**src/hdl/mqbfp_ram.sv**
```systemverilog
// generic single-port-write, registered-read ram
`default_nettype none
module mqbfp_ram #(
  parameter int Width = 8,
  parameter int Depth = 256
) (
  input  wire logic                     clk_i,
  input  wire logic                     we_i,
  input  wire logic [$clog2(Depth)-1:0] waddr_i,
  input  wire logic [Width-1:0]         wdata_i,
  input  wire logic                     re_i,
  input  wire logic [$clog2(Depth)-1:0] raddr_i,
  output logic      [Width-1:0]         rdata_o
);
  logic [Width-1:0] mem_q [Depth];

  always_ff @(posedge clk_i) begin
    if (we_i) mem_q[waddr_i] <= wdata_i;
    if (re_i) rdata_o <= mem_q[raddr_i];
  end
endmodule
`default_nettype wire

```
**config.mk**
```make
export PLATFORM = sky130hd
export DESIGN_NAME = mqbfp_ram
export DESIGN_NICKNAME = d
export VERILOG_FILES = /design/src/hdl/mqbfp_ram.sv
export SDC_FILE = /design/constraint.sdc
export NUM_CORES = 2
export LEC_CHECK = 0
export BUFFER_PORTS_ARGS = -buffer_cell sky130_fd_sc_hd__buf_2
export CAP_MARGIN = 40
export CORE_UTILIZATION = 40
export DETAILED_ROUTE_END_ITERATION = 16
export SLEW_MARGIN = 20
export SYNTH_ARGS = -nofsm -noshare
export SYNTH_HDL_FRONTEND = slang
export SYNTH_SLANG_ARGS = --single-unit
```
**constraint.sdc**
```tcl
create_clock -name clk_i -period 3.44 [get_ports clk_i]
set_input_delay 0.688 -clock clk_i [delete_from_list [all_inputs] [get_ports clk_i]]
set_output_delay 0.688 -clock clk_i [all_outputs]
set_load 0.03 [all_outputs]
```
==> out/qor.csv <==
metric,value,unit
status,"complete, no violations",
cts_setup_buffers,0,
fmax,338.2,MHz
max_slew_margin,0.3622,
grt_antenna_before_repair,7,
numCtsBuffers,198,
power_density,550.6,nW/um^2
ir_worst_vdd,0.0005295,V
crit_chain,buf_8 -> buf_4 -> or2b_1 -> buf_12 -> o221ai_1 -> a21oi_1 -> o32ai_1 -> nor3_1 -> buf_4 -> nor4_1,
utilization,0.4710,
ios,35,
swShare,0.2125,
cts_root_buf,clkbuf_16,
grt_use_total,0.2025,
dr.max_layer_used,met4,
wl_met2,96980,um
drive_above_1_share,0.3009,
start_kind,primary input,
seqCellArea,61740,um^2
leakagePower,29.64,nW
grt_pass1_wl,291800,um
routabilityCongestion,0.8426,
holdBufCountCts,0,
fin_worst_skew,0.02395,ns
dieArea,200900,um^2
drtPass1Iterations,5,
synth_ff_type,edfxtp_1,
cp_max_fo,32,
h-tree-depth,4,
clk_pin_slew,0.07,ns
post_cts_resized,0,
ys.warnings.count,0,
synthArstFlopShare,0,
synth_seq_area_share,0.7753,
post-place-cells,6739,
endpoint_kind,register,
drv_slew,0,
rsz0062_at_grt,no,
synth_cell_types,54,
required,4.08,ns
hp-start,wdata_i[3],
fp-row-count,163,
core,197600,um^2
synth.avg_cell_area,21.33,um^2
vias,40283,
dp_hpwl,129800,um
wl_met3,16110,um
area_delta_synth_final,16.87,%
p_int,40.35,mW
hold_viol_final,0,
synth-seq-cells,2056,
wl,203000,um
startpoint,raddr_i[1],
setup.worst_path.class,in -> reg,
nNetsFinal,4326,
crit_buf_inv,4,
drt-initial-drc-count,4871,
slowest_delay,0.64,ns
whs,0.1147,ns
finalPower,51.24,mW
routedWlPerCell,28.60,um
cp.arrival,3.60,ns
io_buffers,34,
cts_sinks,2056,
worstReg2RegStart,mem_q[83][3],
die_h,448.2,um
finalCriticalPeriod,2.957,ns
wl_met1,84470,um
drc,0,
synth_edf_count,2056,
cts_tree,yes,
hp-class,in -> reg,
clk_path_buf_depth,3,
p_sw,10.89,mW
fill_cells,16184,
syn-cell-area,79640,um^2
grt_overflow_total,0,
clkPwrFrac,0.406,
post_layout_nonfiller_instances,7098,
grt_max_degree,129,
start_util,0.4030,
multiInputGateArea,16520,um^2
worstMarginPinSlew,0.9567,ns
final.period_utilization,0.8596,
die_w,448.2,um
cpMostUsedCell,buf_4,
crit_slowest_cell,o32ai_1,
setup_viol_count_final,0,
crit_family,compound AO/OA/AOI/OAI gates,
seq_power_share,0.540,
comb_power_share,0.054,
synth_nets,3760,
avgViaCountPerCell,5.675,
grt_pass1_vias,40442,
netlist_instances,3733,
max_cap_violations,0,
insertion_delay,0.82,ns
drtAntennaViolNets,0,
per-layer routing:
| metal | track usage | up-vias |
|---|---|---|
| met5 | 0 | - |
| met4 | 0.05466 | 0 |
| met3 | 0.02991 | 275 |
| met2 | 0.3236 | 1735 |
| met1 | 0.2908 | 21432 |
| li1 | - | 16841 |
power by group through the flow:
| stage | clock network (mW) | registers, mW | logic [mW] |
|---|---|---|---|
| floorplan | 0 | 28.2 | 1.34 |
| CTS | 21.1 | 27.7 | 2.82 |
| global route | 22.1 | 27.6 | 2.93 |
| global placement | 0 | 28.2 | 2.78 |
| finish | 20.8 | 27.7 | 2.79 |
| detailed placement | 0 | 28.2 | 2.82 |
area by class of cell:
type | instances | share of cell area
Clock inverter | 111 | 0.009397
Multi-Input combinational cell | 1442 | 0.1775
Tap cell | 2640 | 0.03549
Timing Repair Buffer | 599 | 0.05778
Clock buffer | 246 | 0.05631
Antenna cell | 2 | 0.00005377
Inverter | 2 | 0.00008066
Sequential cell | 2056 | 0.6634
metrics by stage:
step	cell area, um^2	setup TNS, ns	worst slack (ns)
floorplan	79640	0	0.6759
global placement	86940	-2.147	-0.6438
detailed placement	86950	-1.652	-0.3228
CTS	93070	0	0.5563
global route	93070	0	0.4921
finish	93070	0	0.4830
worst paths after layout:
check                               endpoint  slack [ns]  cells after the start
worst min register to register    rdata_o[5]        1.12                      7
worst min-delay path            mem_q[72][3]        0.11                      1
worst max register to register    rdata_o[3]        0.71                      8
worst max-delay path              rdata_o[5]        0.48                     10
Yosys cell counts, types with 2 or more instances:
cell type | n | area (um^2)
o21ai_1 | 2 | 10.01
nand2b_1 | 8 | 50.05
nand2_1 | 33 | 123.9
nor3_1 | 22 | 110.1
and2_1 | 6 | 37.54
buf_1 | 22 | 82.58
a2111oi_0 | 2 | 17.52
o221ai_1 | 46 | 402.9
mux4_2 | 454 | 10220
buf_2 | 31 | 155.2
a2111oi_1 | 2 | 20.02
nor2b_1 | 31 | 193.9
edfxtp_1 | 2056 | 61740
nand4_1 | 10 | 62.56
nand3_1 | 34 | 170.2
a22o_1 | 8 | 70.07
o21ai_0 | 10 | 50.05
a21oi_1 | 96 | 480.5
o211ai_1 | 10 | 75.07
a22oi_1 | 133 | 998.5
and3b_1 | 2 | 17.52
o22a_1 | 5 | 43.79
mux2i_1 | 134 | 1341
o22ai_1 | 28 | 175.2
nor4_2 | 3 | 37.54
a311oi_1 | 2 | 17.52
a211oi_1 | 16 | 120.1
buf_8 | 13 | 195.2
nor2_1 | 282 | 1059
mux4_1 | 2 | 52.55
a31oi_1 | 2 | 12.51
clkbuf_1 | 111 | 416.7
or2_2 | 4 | 25.02
o32ai_1 | 4 | 35.03
a221oi_1 | 13 | 113.9
buf_12 | 8 | 160.2
buf_4 | 27 | 202.7
buf_6 | 21 | 236.5
nor4_1 | 24 | 150.1
nand3b_1 | 2 | 15.01
flip-flops by register name (all words and copies together), names as in the netlist:
name	count
rdata_o	8
mem_q	2048
logic make-up after synthesis:
kind of cell	after synthesis	share of synthesized area
AO/OA/AOI/OAI	385	0.03416
buffers and inverters	235	0.01829
flip-flops	2056	0.7753
multiplexers	591	0.1460
AND/OR/NAND/NOR	466	0.02625
layout by cell type (no fill, tap or decap), types with 22 or more instances in the layout:
cell,synthesis,routed
nor3_1,22,22
nor2b_1,31,28
nand2_1,33,33
clkinv_2,0,29
clkbuf_16,0,203
clkinv_1,1,54
buf_2,31,23
buf_12,8,69
o22ai_1,28,28
edfxtp_1,2056,2056
mux2i_1,134,134
nor4_1,24,23
nand3_1,34,28
a21oi_1,96,96
o221ai_1,46,46
a22oi_1,133,133
mux4_2,454,454
clkbuf_1,111,43
buf_4,27,497
nor2_1,282,279
worst reg2reg max path: stages, from the launching register on:
cell and delay, ns:
edfxtp_1 0.36, mux4_2 0.47, a22o_1 0.25, a221oi_1 0.24, buf_4 0.19, o32ai_1 0.09
nor3_1 0.56, buf_4 0.26, nor4_1 0.06
Power figures use the tool's default switching activity.
